[config.mk]
export PLATFORM = sky130hd
export DESIGN_NAME = rational_arithmetic_unit_flat
export DESIGN_NICKNAME = d
export VERILOG_FILES = /design/src/design/rau_pkg.sv /design/src/design/rau_if.sv /design/src/design/rau_div.sv /design/src/design/rational_arithmetic_unit.sv /design/src/flat_wrapper.sv
export SDC_FILE = /design/constraint.sdc
export NUM_CORES = 2
export LEC_CHECK = 0
export ABC_AREA = 1
export BUFFER_PORTS_ARGS = -buffer_cell sky130_fd_sc_hd__buf_2
export CAP_MARGIN = 5
export CELL_PAD_IN_SITES_DETAIL_PLACEMENT = 1
export CELL_PAD_IN_SITES_GLOBAL_PLACEMENT = 1
export CORE_MARGIN = 2
export CORE_UTILIZATION = 45
export CTS_CLUSTER_SIZE = 28
export DETAILED_ROUTE_END_ITERATION = 8
export HOLD_SLACK_MARGIN = 0.15
export PLACE_DENSITY = 0.84
export SYNTH_ARGS = -nofsm -noshare
export SYNTH_HDL_FRONTEND = slang
export SYNTH_HIERARCHICAL = 1
export SYNTH_SLANG_ARGS = --single-unit
[constraint.sdc]
create_clock -name i_clk -period 28.5 [get_ports i_clk]
set_input_delay 1.425 -clock i_clk [delete_from_list [all_inputs] [get_ports i_clk]]
set_output_delay 1.425 -clock i_clk [all_outputs]
set_load 0.005 [all_outputs]
[src/design/rau_pkg.sv]
`default_nettype none
package rau_pkg;

    localparam int IN_BITS = 32;

    typedef enum logic [1:0] {
        OP_ADD = 2'd0,
        OP_SUB = 2'd1,
        OP_MUL = 2'd2,
        OP_DIV = 2'd3
    } t_op;

    typedef struct packed {
        logic [1:0]                req_type;
        logic signed [IN_BITS-1:0] a_num;
        logic signed [IN_BITS-1:0] a_den;
        logic signed [IN_BITS-1:0] b_num;
        logic signed [IN_BITS-1:0] b_den;
    } t_req;

    typedef struct packed {
        logic signed [IN_BITS-1:0] res_num;
        logic [IN_BITS-2:0]        res_den;
        logic                      is_undefined;
        logic                      overflow;
    } t_res;

endpackage
`default_nettype wire

[src/design/rau_if.sv]
`default_nettype none
interface rau_req_if;
    logic          valid;
    logic          ready;
    rau_pkg::t_req data;
    modport source (output valid, output data, input ready);
    modport sink (input valid, input data, output ready);
endinterface

interface rau_res_if;
    logic          valid;
    logic          ready;
    rau_pkg::t_res data;
    modport source (output valid, output data, input ready);
    modport sink (input valid, input data, output ready);
endinterface
`default_nettype wire

[src/design/rau_div.sv]
`default_nettype none
module rau_div #(
    parameter int DW = 64
) (
    input  wire logic          i_clk,
    input  wire logic          i_rst_n,
    input  wire logic          i_start,
    input  wire logic [DW-1:0] i_dividend,
    input  wire logic [DW-1:0] i_divisor,
    output logic               o_done,
    output logic [DW-1:0]      o_quot
);
    localparam int CW = $clog2(DW + 1);

    logic [CW-1:0] r_cnt;
    logic          r_done;
    logic [DW-1:0] r_rem;
    logic [DW-1:0] r_quo;
    logic [DW-1:0] r_dv;
    logic [DW:0]   sh;
    logic          fit;

    // One quotient bit per cycle, restoring form.
    always_comb begin
        sh  = {r_rem, r_quo[DW-1]};
        fit = sh >= {1'b0, r_dv};
    end

    always_ff @(posedge i_clk) begin
        if (!i_rst_n) begin
            r_cnt  <= '0;
            r_done <= 1'b0;
        end else begin
            r_done <= 1'b0;
            if (i_start) begin
                r_cnt <= CW'(DW);
            end else if (r_cnt != '0) begin
                r_cnt <= r_cnt - 1'b1;
                if (r_cnt == CW'(1)) begin
                    r_done <= 1'b1;
                end
            end
        end
    end

    always_ff @(posedge i_clk) begin
        if (i_start) begin
            r_rem <= '0;
            r_quo <= i_dividend;
            r_dv  <= i_divisor;
        end else if (r_cnt != '0) begin
            r_rem <= fit ? DW'(sh - {1'b0, r_dv}) : sh[DW-1:0];
            r_quo <= {r_quo[DW-2:0], fit};
        end
    end

    assign o_done = r_done;
    assign o_quot = r_quo;
endmodule
`default_nettype wire

[src/design/rational_arithmetic_unit.sv]
`default_nettype none
// Channel   Direction  Payload
// i_req     in         req_type, a_num, a_den, b_num, b_den
// o_res     out        res_num, res_den, is_undefined, overflow
//
// One transaction at a time: i_req.ready is high only while the unit is idle.
// A normal item forms three products on the shared multiplier, combines them, runs the
// binary GCD loop, then divides numerator and denominator by the GCD's odd part on the
// bit-serial divider. Undefined results are offered in the cycle after acceptance, zero
// results after the multiply and combine states. The result holds on o_res until taken;
// reset is synchronous, active low.
module rational_arithmetic_unit #(
    parameter int WORD_BITS = 32
) (
    input  wire logic   i_clk,
    input  wire logic   i_rst_n,
    rau_req_if.sink     i_req,
    rau_res_if.source   o_res
);
    localparam int W = WORD_BITS;
    localparam int P = 2 * W;

    typedef enum logic [6:0] {
        ST_IDLE = 7'b0000001,
        ST_MUL  = 7'b0000010,
        ST_ADD  = 7'b0000100,
        ST_GCD  = 7'b0001000,
        ST_DIVN = 7'b0010000,
        ST_DIVD = 7'b0100000,
        ST_OUT  = 7'b1000000
    } t_state;

    t_state        r_state;
    logic [1:0]    r_step;
    logic [1:0]    r_op;
    logic [W-1:0]  r_anm, r_adm, r_bnm, r_bdm;
    logic          r_an, r_ad, r_bn, r_bd;
    logic [P-1:0]  r_nm, r_q, r_dm, r_x, r_y;
    logic          r_neg;
    logic          r_div_start;
    rau_pkg::t_res r_res;

    logic [W-1:0]  anm, adm, bnm, bdm;
    logic          an, ad, bn, bd, undef;
    logic [W-1:0]  mul_a, mul_b;
    logic [P-1:0]  prod;
    logic          ps, qs;
    logic [P-1:0]  sum_nm;
    logic          sum_neg;
    logic          div_done;
    logic [P-1:0]  div_quot;
    logic [P-1:0]  lim;
    logic          ovf;
    logic signed [W-1:0] snum;

    always_comb begin
        an  = i_req.data.a_num[W-1];
        ad  = i_req.data.a_den[W-1];
        bn  = i_req.data.b_num[W-1];
        bd  = i_req.data.b_den[W-1];
        anm = an ? W'(~i_req.data.a_num[W-1:0] + 1'b1) : i_req.data.a_num[W-1:0];
        adm = ad ? W'(~i_req.data.a_den[W-1:0] + 1'b1) : i_req.data.a_den[W-1:0];
        bnm = bn ? W'(~i_req.data.b_num[W-1:0] + 1'b1) : i_req.data.b_num[W-1:0];
        bdm = bd ? W'(~i_req.data.b_den[W-1:0] + 1'b1) : i_req.data.b_den[W-1:0];
        undef = (adm == '0) || (bdm == '0) ||
                ((i_req.data.req_type == rau_pkg::OP_DIV) && (bnm == '0));
    end

    // Shared multiplier: numerator or first cross product, second cross product, denominator product.
    always_comb begin
        case (r_step)
            2'd0: begin
                mul_a = r_anm;
                mul_b = (r_op == rau_pkg::OP_MUL) ? r_bnm : r_bdm;
            end
            2'd1: begin
                mul_a = r_bnm;
                mul_b = r_adm;
            end
            default: begin
                mul_a = r_adm;
                mul_b = (r_op == rau_pkg::OP_DIV) ? r_bnm : r_bdm;
            end
        endcase
        prod = mul_a * mul_b;
    end

    always_comb begin
        ps = r_an ^ r_bd;
        qs = r_bn ^ r_ad ^ (r_op == rau_pkg::OP_SUB);
        if (r_op == rau_pkg::OP_MUL || r_op == rau_pkg::OP_DIV) begin
            sum_nm  = r_nm;
            sum_neg = r_an ^ r_ad ^ r_bn ^ r_bd;
        end else if (ps == qs) begin
            sum_nm  = r_nm + r_q;
            sum_neg = ps;
        end else if (r_nm >= r_q) begin
            sum_nm  = r_nm - r_q;
            sum_neg = ps;
        end else begin
            sum_nm  = r_q - r_nm;
            sum_neg = qs;
        end
    end

    rau_div #(.DW(P)) u_div (
        .i_clk      (i_clk),
        .i_rst_n    (i_rst_n),
        .i_start    (r_div_start),
        .i_dividend ((r_state == ST_DIVN) ? r_nm : r_dm),
        .i_divisor  (r_x),
        .o_done     (div_done),
        .o_quot     (div_quot)
    );

    // Final check uses the reduced numerator and the denominator quotient.
    always_comb begin
        lim  = P'(1) << (W - 1);
        ovf  = (div_quot > lim - 1'b1) ||
               (r_neg ? (r_nm > lim) : (r_nm > lim - 1'b1));
        snum = r_neg ? W'(~r_nm[W-1:0] + 1'b1) : r_nm[W-1:0];
    end

    always_ff @(posedge i_clk) begin
        if (!i_rst_n) begin
            r_state     <= ST_IDLE;
            r_div_start <= 1'b0;
            r_step      <= '0;
        end else begin
            r_div_start <= 1'b0;
            unique case (r_state)
                ST_IDLE: begin
                    if (i_req.valid) begin
                        r_step  <= '0;
                        r_state <= undef ? ST_OUT : ST_MUL;
                    end
                end
                ST_MUL: begin
                    r_step <= r_step + 1'b1;
                    if (r_step == 2'd2) begin
                        r_state <= ST_ADD;
                    end
                end
                ST_ADD: begin
                    r_state <= (sum_nm == '0) ? ST_OUT : ST_GCD;
                end
                ST_GCD: begin
                    if (r_x[0] && r_y[0] && r_x == r_y) begin
                        r_div_start <= 1'b1;
                        r_state     <= ST_DIVN;
                    end
                end
                ST_DIVN: begin
                    if (div_done) begin
                        r_div_start <= 1'b1;
                        r_state     <= ST_DIVD;
                    end
                end
                ST_DIVD: begin
                    if (div_done) begin
                        r_state <= ST_OUT;
                    end
                end
                ST_OUT: begin
                    if (o_res.ready) begin
                        r_state <= ST_IDLE;
                    end
                end
                default: r_state <= ST_IDLE;
            endcase
        end
    end

    always_ff @(posedge i_clk) begin
        case (r_state)
            ST_IDLE: begin
                r_op  <= i_req.data.req_type;
                r_anm <= anm;
                r_adm <= adm;
                r_bnm <= bnm;
                r_bdm <= bdm;
                r_an  <= an;
                r_ad  <= ad;
                r_bn  <= bn;
                r_bd  <= bd;
                r_res <= '{res_num: '0, res_den: '0, is_undefined: 1'b1, overflow: 1'b0};
            end
            ST_MUL: begin
                if (r_step == 2'd0) begin
                    r_nm <= prod;
                end else if (r_step == 2'd1) begin
                    r_q <= prod;
                end else begin
                    r_dm <= prod;
                end
            end
            ST_ADD: begin
                r_nm  <= sum_nm;
                r_neg <= sum_neg;
                r_x   <= sum_nm;
                r_y   <= r_dm;
                r_res <= '{res_num: '0, res_den: (rau_pkg::IN_BITS-1)'(1),
                           is_undefined: 1'b0, overflow: 1'b0};
            end
            ST_GCD: begin
                // Common factors of two leave numerator and denominator at once;
                // afterwards one operand stays odd and the divisor is the odd part.
                if (!r_x[0] && !r_y[0]) begin
                    r_x  <= r_x >> 1;
                    r_y  <= r_y >> 1;
                    r_nm <= r_nm >> 1;
                    r_dm <= r_dm >> 1;
                end else if (!r_x[0]) begin
                    r_x <= r_x >> 1;
                end else if (!r_y[0]) begin
                    r_y <= r_y >> 1;
                end else if (r_x > r_y) begin
                    r_x <= (r_x - r_y) >> 1;
                end else if (r_y > r_x) begin
                    r_y <= (r_y - r_x) >> 1;
                end
            end
            ST_DIVN: begin
                if (div_done) begin
                    r_nm <= div_quot;
                end
            end
            ST_DIVD: begin
                if (div_done) begin
                    if (ovf) begin
                        r_res <= '{res_num: '0, res_den: '0,
                                   is_undefined: 1'b0, overflow: 1'b1};
                    end else begin
                        r_res <= '{res_num: rau_pkg::IN_BITS'(snum),
                                   res_den: (rau_pkg::IN_BITS-1)'(div_quot[W-2:0]),
                                   is_undefined: 1'b0, overflow: 1'b0};
                    end
                end
            end
            default: begin
            end
        endcase
    end

    assign i_req.ready = (r_state == ST_IDLE);
    assign o_res.valid = (r_state == ST_OUT);
    assign o_res.data  = r_res;
endmodule
`default_nettype wire

[src/flat_wrapper.sv]
// flat-port wrapper written by rule: the top's interface ports become plain ports
module rational_arithmetic_unit_flat 
#(
    parameter int WORD_BITS = 32
)
  (i_clk, i_rst_n, i_req_valid, i_req_data, i_req_ready, o_res_valid, o_res_data, o_res_ready);
  rau_req_if i_req_i ();
  rau_res_if o_res_i ();
  input  wire logic i_clk;
  input  wire logic i_rst_n;
  input wire logic [$bits(i_req_i.valid)-1:0] i_req_valid;
  input wire logic [$bits(i_req_i.data)-1:0] i_req_data;
  output wire logic [$bits(i_req_i.ready)-1:0] i_req_ready;
  output wire logic [$bits(o_res_i.valid)-1:0] o_res_valid;
  output wire logic [$bits(o_res_i.data)-1:0] o_res_data;
  input wire logic [$bits(o_res_i.ready)-1:0] o_res_ready;
  assign i_req_i.valid = i_req_valid;
  assign i_req_i.data = i_req_data;
  assign i_req_ready = i_req_i.ready;
  assign o_res_valid = o_res_i.valid;
  assign o_res_data = o_res_i.data;
  assign o_res_i.ready = o_res_ready;
  rational_arithmetic_unit #(.WORD_BITS(WORD_BITS)) u_core (.i_clk(i_clk), .i_rst_n(i_rst_n), .i_req(i_req_i), .o_res(o_res_i));
endmodule
==> run_results.csv <==
group,metric,value,unit
worst_setup_path,r2r_slack,16.87,ns
finish,final_nets,16266,
worst_setup_path,timing.rr.end,"u_core/r_dm[62]",
clock_network,clock_sinks,730,
hold_path,holdCritPathClass,"flop to flop",
finish,syn_to_final_growth,7.64,%
worst_setup_path,cp_max_fo,40,
floorplan,num_io_pins,201,
routing,wl_per_cell,30.2,µm
worst_setup_path,crit_type,"flop to flop",
sta,clock.fmax,86.0,MHz
worst_setup_path,startpoint,"u_core/r_step[1]",
floorplan,rows,174,
synthesis,syn-num-nets,16293,
finish,nFillCells,29351,
clock_network,cts_buffers,88,
worst_setup_path,worstPathRequired,28.97,ns
sta,layout_setup_ws,16.87,ns
routing,wl,534000,µm
synthesis,synthTopCellsByArea,"edfxtp_1 19%, fa_1 18%, nand2_1 15%, inv_1 11%, ha_1 8.2%",
finish,register_area,21100,µm²
synthesis,synth.most_common_cell,"nand2_1",
synthesis,yosysWarnings,6,
finish,largest_reg_flops,65,
clock_network,cts.clk_slew.worst_paths,0.07,ns
run_status,violations,"capacitance limit",
worst_setup_path,path_common_cell,"fa_1",
sta,finalSetupTns,0,ns
worst_setup_path,r2r_start,"u_core/r_step[1]",
synthesis,synth_edf_count,648,
floorplan,die_h,478,µm
clock_network,clockRootBuffer,"clkbuf_16",
synthesis,netlist_top_cells_count,"3939 x nand2_1, 2944 x inv_1, 1647 x nor2_1",
floorplan,die_area,229000,µm²
sta,hold_viol,0,
floorplan,core_area,224000,µm²
sta,setup_viol,0,
clock_network,insertion_delay,0.81,ns
placement,gp_congestion,1.10,
synthesis,synthCells,14598,
run,maxCapViolCount,1,
routing,drtAntennaViolNets,0,
global_route,grt_overflow,0,
sta,max-slew-margin-rel,1.16,%
routing,drtPass1Iterations,8,
synthesis,postSynthAreaPerCell,6.93,µm²
worst_setup_path,endpoint,"u_core/r_dm[62]",
synthesis,yosysUniqueCellTypes,67,
routing,vias,106061,
worst_setup_path,slowest_delay,0.66,ns
sta,fin_crit_sh,40.8,%
clock_network,cts_setup_buffers,0,
sta,period_minus_slack,11.63,ns
sta,rsz0062_at_grt,"no",
placement,place_ws,17.23,ns
global_route,grt_pass1_wl,756000,µm
worst_setup_path,startpoint_type,"flop",
floorplan,die_x,478,µm
sta,drv_slew,0,
finish,fin_util,48.6,%
worst_setup_path,end_kind,"flop",
worst_setup_path,rr_worst_depth,34,
global_route,grt_max_degree,120,
global_route,track_usage,45.7,%
routing,vias_per_cell,6.01,
sta,finClkSkew,0.0767,ns
sta,tightest_slew,1.47,ns
synthesis,syn_area,101000,µm²
finish,multi_input_area,67100,µm²
run_status,status,"finished with violations",
synthesis,ys.flop_type,"edfxtp_1",
worst_setup_path,critPathArrivalTime,12.10,ns
floorplan,start_util,45.1,%
routing,drc,0,
placement,io_buffers,200,
synthesis,synth-seq-cells,730,
synthesis,async_flop_share,0,%
clock_network,cts_buffer_depth,3,
synthesis,seq_area_frac_synth,20.9,%
finish,drive_above_1_share,5.03,%
synthesis,synth_top_area_share,19.2,%
global_route,antenna_found_initial,41,
routing,drt_iter0_drc,12347,
global_route,grt_pass1_vias,107596,
worst_setup_path,crit_slowest_cell,"inv_1",
clock_network,cts_tree,"yes",
placement,dp_hpwl,436000,µm
synthesis,synth_largest_area_cell,"edfxtp_1",
clock_network,cts_htree_levels,3,
clock_network,cts_resized,0,
sta,fin_hold_ws,0.472,ns
clock_network,hold_buffers,0,
-- placed cells by master (no fill, tap or decap), drive strengths merged, types with 75 or more instances in the layout --
cell / instances
inv: 2977
nand3: 594
a31oi: 75
a21oi: 715
o21ai: 589
clkbuf: 106
fa: 902
ha: 659
dfxtp: 82
nand4: 119
nand2: 3963
xor2: 243
edfxtp: 648
xnor2: 130
o211ai: 120
nor2: 1674
nor3: 108
buf: 402
-- metal layers --
layer / share of wire [%] / global-route usage [%] / vias up
li1: - / - / 45140
met1: 37 / 56.5 / 52553
met2: 43 / 69.1 / 6498
met3: 11 / 11.5 / 1852
met4: 9.0 / 33.4 / 18
met5: 0.020 / 0.0210 / -
-- area by class of cell --
type / count / area share, %
Timing Repair Buffer: 402 / 2.32
Tap cell: 2992 / 3.44
Clock buffer: 106 / 2.11
Multi-Input combinational cell: 10349 / 61.6
Clock inverter: 55 / 0.687
Antenna cell: 25 / 0.0575
Sequential cell: 730 / 19.4
Inverter: 3000 / 10.4
-- worst max-delay path: cells and delay by family (launching register included) --
kind	cells	cell delay (ns)
buffers and inverters	8	3.03
flip-flops	1	0.33
AND/OR/NAND/NOR	6	0.77
adder cells (fa/ha/maj)	10	4.61
XOR/XNOR	1	0.20
AO/OA/AOI/OAI	9	2.22
-- logic make-up (layout without fill, tap and decap cells) --
family	after synthesis	in the layout	share of synthesized area, %
AND/OR/NAND/NOR	6595	6595	26.2
buffers and inverters	3519	3563	13.4
AO/OA/AOI/OAI	1820	1820	10.3
adder cells (fa/ha/maj)	1561	1561	26.0
flip-flops	730	730	20.9
XOR/XNOR	373	373	3.23
other	0	25	0
-- stage by stage --
step	instance area, µm²	instances
6_report	109000	17659
2_1_floorplan	101000	14598
5_1_grt	109000	17637
3_3_place_gp	106000	17472
3_5_place_dp	106000	17472
4_1_cts	109000	17633
-- how the worst min path moves through the flow --
stage	cells past startpoint	from	slack, ns	endpoint
2_1_floorplan	2	u_core/u_div/r_rem[27]	0.44	u_core/u_div/r_rem[27]
4_1_cts	2	u_core/u_div/r_rem[28]	0.47	u_core/u_div/r_rem[28]
3_3_place_gp	2	u_core/u_div/r_rem[46]	0.46	u_core/u_div/r_rem[46]
5_1_grt	2	u_core/u_div/r_rem[28]	0.49	u_core/u_div/r_rem[28]
6_report	2	u_core/u_div/r_rem[40]	0.47	u_core/u_div/r_rem[40]
3_5_place_dp	2	u_core/u_div/r_rem[40]	0.47	u_core/u_div/r_rem[40]
Power is not shown: default switching activity piles up to over one toggle a cycle in this logic, so the estimate is an artifact.
